==> config.mk <==
export PLATFORM = sky130hd
export DESIGN_NAME = lgs_row_rule
export DESIGN_NICKNAME = d
export VERILOG_FILES = /design/src/rtl/lgs_pkg.sv /design/src/rtl/lgs_row_rule.sv
export SDC_FILE = /design/constraint.sdc
export NUM_CORES = 1
export LEC_CHECK = 0
export BUFFER_PORTS_ARGS = -buffer_cell sky130_fd_sc_hd__buf_4
export CAP_MARGIN = 20
export CORE_ASPECT_RATIO = 1.4
export CORE_MARGIN = 2
export CORE_UTILIZATION = 45
export DETAILED_ROUTE_END_ITERATION = 10
export PLACE_DENSITY = 0.66
export REMOVE_ABC_BUFFERS = 1
export SLEW_MARGIN = 10
export SYNTH_ARGS = -nofsm -noshare
export SYNTH_HDL_FRONTEND = slang
export SYNTH_SLANG_ARGS = --single-unit
==> constraint.sdc <==
create_clock -name vclk -period 17.3
set_clock_uncertainty 0.2 [all_clocks]
set_input_delay 1.73 -clock vclk [all_inputs]
set_output_delay 1.73 -clock vclk [all_outputs]
set_load 0.05 [all_outputs]
==> src/rtl/lgs_pkg.sv <==
// ----------------------------------------------------------------------------
// lgs_pkg
// Shared widths, codes and rule constants for the life grid step block.
// ----------------------------------------------------------------------------
package lgs_pkg;

  // Size registers and cell coordinates
  localparam int CFG_W    = 7;
  localparam int CELL_R_W = 6;
  localparam int CELL_C_W = 6;
  localparam int CNT_W    = CFG_W + 1;

  localparam logic [CFG_W-1:0] SIZE_RESET = 7'd64;

  // Item function codes
  localparam int FUNC_W = 2;
  localparam logic [FUNC_W-1:0] FUNC_WRITE = 2'd0;
  localparam logic [FUNC_W-1:0] FUNC_STEP  = 2'd1;
  localparam logic [FUNC_W-1:0] FUNC_READ  = 2'd2;

  // Register port
  localparam int APB_AW = 3;
  localparam int APB_DW = 32;
  localparam logic REG_ROWS = 1'b0;
  localparam logic REG_COLS = 1'b1;

  // Neighbor count and B3/S23 rule
  localparam int NB_W = 4;
  localparam logic [NB_W-1:0] BIRTH_COUNT = 4'd3;
  localparam logic [NB_W-1:0] STAY_COUNT  = 4'd2;

endpackage

==> src/rtl/lgs_row_rule.sv <==
// ----------------------------------------------------------------------------
// lgs_row_rule
// Next generation of one grid row from a three-row window, wrapping columns.
// ----------------------------------------------------------------------------
module lgs_row_rule #(
  parameter int NCOLS = 64
) (
  input  logic [NCOLS-1:0]             row_above,
  input  logic [NCOLS-1:0]             row_here,
  input  logic [NCOLS-1:0]             row_below,
  input  logic [lgs_pkg::CFG_W-1:0]    cols_used,
  output logic [NCOLS-1:0]             row_next
);

  int cols_i;
  logic [NCOLS-1:0] above_l, above_r, here_l, here_r, below_l, below_r;

  // v[c] is the wrapped left neighbor of column c
  function automatic logic [NCOLS-1:0] from_left(logic [NCOLS-1:0] r, int last);
    logic [NCOLS-1:0] v;
    v = '0;
    v[0] = r[last];
    for (int c = 1; c < NCOLS; c++) begin
      v[c] = r[c-1];
    end
    return v;
  endfunction

  // v[c] is the wrapped right neighbor of column c
  function automatic logic [NCOLS-1:0] from_right(logic [NCOLS-1:0] r, int last);
    logic [NCOLS-1:0] v;
    v = '0;
    for (int c = 0; c < NCOLS; c++) begin
      if (c == last) begin
        v[c] = r[0];
      end else if (c < NCOLS - 1) begin
        v[c] = r[c+1];
      end else begin
        v[c] = 1'b0;
      end
    end
    return v;
  endfunction

  assign cols_i = int'(cols_used);

  always_comb begin
    above_l = from_left(row_above, cols_i - 1);
    above_r = from_right(row_above, cols_i - 1);
    here_l  = from_left(row_here, cols_i - 1);
    here_r  = from_right(row_here, cols_i - 1);
    below_l = from_left(row_below, cols_i - 1);
    below_r = from_right(row_below, cols_i - 1);
  end

  for (genvar c = 0; c < NCOLS; c++) begin : g_col
    logic [lgs_pkg::NB_W-1:0] nb;
    assign nb = lgs_pkg::NB_W'(above_l[c]) + lgs_pkg::NB_W'(row_above[c])
              + lgs_pkg::NB_W'(above_r[c]) + lgs_pkg::NB_W'(here_l[c])
              + lgs_pkg::NB_W'(here_r[c])  + lgs_pkg::NB_W'(below_l[c])
              + lgs_pkg::NB_W'(row_below[c]) + lgs_pkg::NB_W'(below_r[c]);
    // columns past the width in use die
    assign row_next[c] = (c < cols_i) &&
                         ((nb == lgs_pkg::BIRTH_COUNT) ||
                          (row_here[c] && (nb == lgs_pkg::STAY_COUNT)));
  end

endmodule
==> metrics <==
complex-gate fraction of the synthesized area=10.9%; worst path required time=15.37 ns; vias in the first global route=13800; Via-to-Cell Ratio=5.96; Worst setup EP type=primary output; # hold bufs at CTS=0; critical path data arrival time=7.35 ns; sequential share of the synthesized area=0%; fillers=3064; clkbuf count=0; placed insts=2168; Lkg Pwr=7.88 nW; Rows=79; post-synthesis mux area share=21.1%; status=finished clean; ANT nets after route=0; Comb pwr share=100.0%; Post-Synth Adder-Cell Area=50.3%; RSZ-0062 raised after global routing=no; post-synthesis xor/xnor area fraction=0.174%; YS warnings=0; Slew Viols, Final=0; maximum number of pins on one net before global-route repair=68; fin nets=2377; Worst Tran Pin Value=1.05 ns; worst-case vdd ir drop=0.0499 mV; relative slew slack=29.9%; die footprint=35000 um^2; critical setup path kind=input pin to primary output; hold path start=row_here[14]; Reg power frac=0%; vias=12900; cell-internal power=434 uW; # resized after CTS=0; core region area=33100 um^2; Startpoint Class=input pin; drt first pass iters=5; Max Freq=108 MHz; Distinct cells, synth=57; Die Wd=159 um; fin worst setup slack=8.02 ns; # diodes=0; I/O Pins=263; first-pass GRT wire length=78000 um; largest family of logic cells by synthesized area=adder cells; initial antenna violation count=0; routed len/inst=22.9 um; final wirelength=49800 um; Layout Utilization=52.5%; # DRC=0; P per Cell Area=62.9 nW/um^2; FF+latch count=0; DR iter-0 viols=828; critical path peak fanout=33; clock share of power=0%; setup tns final=0 ns; Non-Filler Instances=2168; P&R area growth vs syn=15.3%; # setup viols final=0; fin crit share=53.6%; layout cells sized above 1=25.5%; Max-Cap Viols=0; sw frac=60.3%; flip-flop and latch area=0 um^2; Placer Congestion=0.923; Mapped Cells=1515; synthesized area=15100 um^2; Final min period=9.28 ns; Setup Fix Bufs, Post-CTS=0; Port Buffers=263; NetSw=659 uW; Hold Path Class=input pin to primary output; pre-CTS WS=8.07 ns; hold depth=4; Initial Util=45.6%; worst hold endpoint=row_next[14]; HPWL Detailed=40800 um; GR Overflow Total=0; Die Span Y=221 um; count of final hold-check violations=0; Avg Cell Area, Syn=9.96 um^2; Total GRT Usage=28.5%; Simple-Gate Fraction of Synth Area=10.7%
-- Yosys cell counts, types with 3 or more instances --
cell type	n	area share [%]
inv_1	196	4.9
a21oi_1	85	2.8
nor3_1	35	1.2
nand3b_1	7	0.35
o211ai_1	14	0.70
fa_1	256	34
a32oi_1	6	0.35
mux2_1	3	0.22
ha_1	197	16
nor2_1	43	1.1
mux2_4	10	0.99
o21ai_0	60	2.0
a32o_1	4	0.27
nor2_4	7	0.52
nand3_1	70	2.3
nand2b_1	8	0.33
mux2i_1	135	9.0
buf_4	6	0.30
clkbuf_1	40	0.99
o2111ai_1	7	0.41
o221ai_1	20	1.2
nand2_2	4	0.17
o2111a_1	9	0.67
nand2_1	66	1.6
nor2b_1	12	0.50
mux4_2	48	7.2
nand3_2	8	0.53
buf_2	12	0.40
or2_2	4	0.17
nor2_2	26	1.1
and2_1	4	0.17
o21a_1	30	1.5
mux2_2	50	3.7
nand4_1	3	0.12
a31oi_1	3	0.12
-- cell usage in the layout, fill, tap and decap left out, types with 20 or more instances in the layout --
cell	n
nand2_1	66
o21a_1	30
o21ai_0	60
fa_1	256
nor2_1	43
o221ai_1	20
nand3_1	70
ha_1	196
mux4_2	48
nor3_1	35
buf_4	270
mux2_2	50
mux2i_1	135
nor2_2	26
a21oi_1	85
inv_1	196
-- metrics by stage --
stage	cell area (um^2)	hold slack (ns)	power, mW
3_5_place_dp	17400	3.75	1.09
4_1_cts	17400	3.75	1.10
2_1_floorplan	14800	3.53	0.763
6_report	17400	3.75	1.09
5_1_grt	17400	3.76	1.23
3_3_place_gp	17400	3.74	1.05
-- how the worst max path moves through the flow --
stage / to / from / cells after the start
4_1_cts: row_next[0] / cols_used[0] / 19
3_3_place_gp: row_next[0] / cols_used[0] / 19
6_report: row_next[0] / cols_used[0] / 19
2_1_floorplan: row_next[0] / cols_used[0] / 15
3_5_place_dp: row_next[0] / cols_used[0] / 19
5_1_grt: row_next[0] / cols_used[0] / 19
-- area by class of cell --
| class | count | area [um^2] | share of cell area [%] |
|---|---|---|---|
| inverters | 196 | 736 | 4.23 |
| multi-input cells | 1257 | 14100 | 80.9 |
| repair buffers | 270 | 2030 | 11.6 |
| well taps | 445 | 557 | 3.20 |
-- kinds of logic (layout without fill, tap and decap cells) --
kind of cell | Yosys count | count (layout)
fa+ha+maj | 453 | 453
simple gates | 306 | 306
buf+inv | 258 | 466
compound gates | 249 | 249
mux | 246 | 246
xor+xnor | 3 | 3
-- critical path: stages --
cell	delay (ns)
buf_4	0.43
inv_1	0.24
ha_2	0.35
nand2b_1	0.25
a21oi_1	0.10
o32a_1	0.33
nor2_4	0.37
nand3_2	0.20
mux2_2	0.32
fa_1	0.48
inv_1	0.06
fa_1	0.53
fa_1	0.56
inv_1	0.04
ha_1	0.21
fa_1	0.48
o221ai_1	0.11
nor2_1	0.28
buf_4	0.26
-- per-layer routing --
| metal | track usage [%] | up-vias | share of wire [%] |
|---|---|---|---|
| met4 | 13.2 | 0 | 5.8 |
| met3 | 3.45 | 143 | 5.8 |
| met1 | 33.6 | 6531 | 37 |
| li1 | - | 5761 | - |
| met2 | 52.0 | 496 | 51 |
| met5 | 0 | - | 0 |
-- power groups by stage --
stage               registers, mW  logic [mW]  clock network, mW
global route                    0        1.23                  0
global placement                0        1.05                  0
finish                          0        1.09                  0
CTS                             0        1.10                  0
floorplan                       0       0.763                  0
detailed placement              0        1.09                  0
Power figures use the tool's default switching activity.
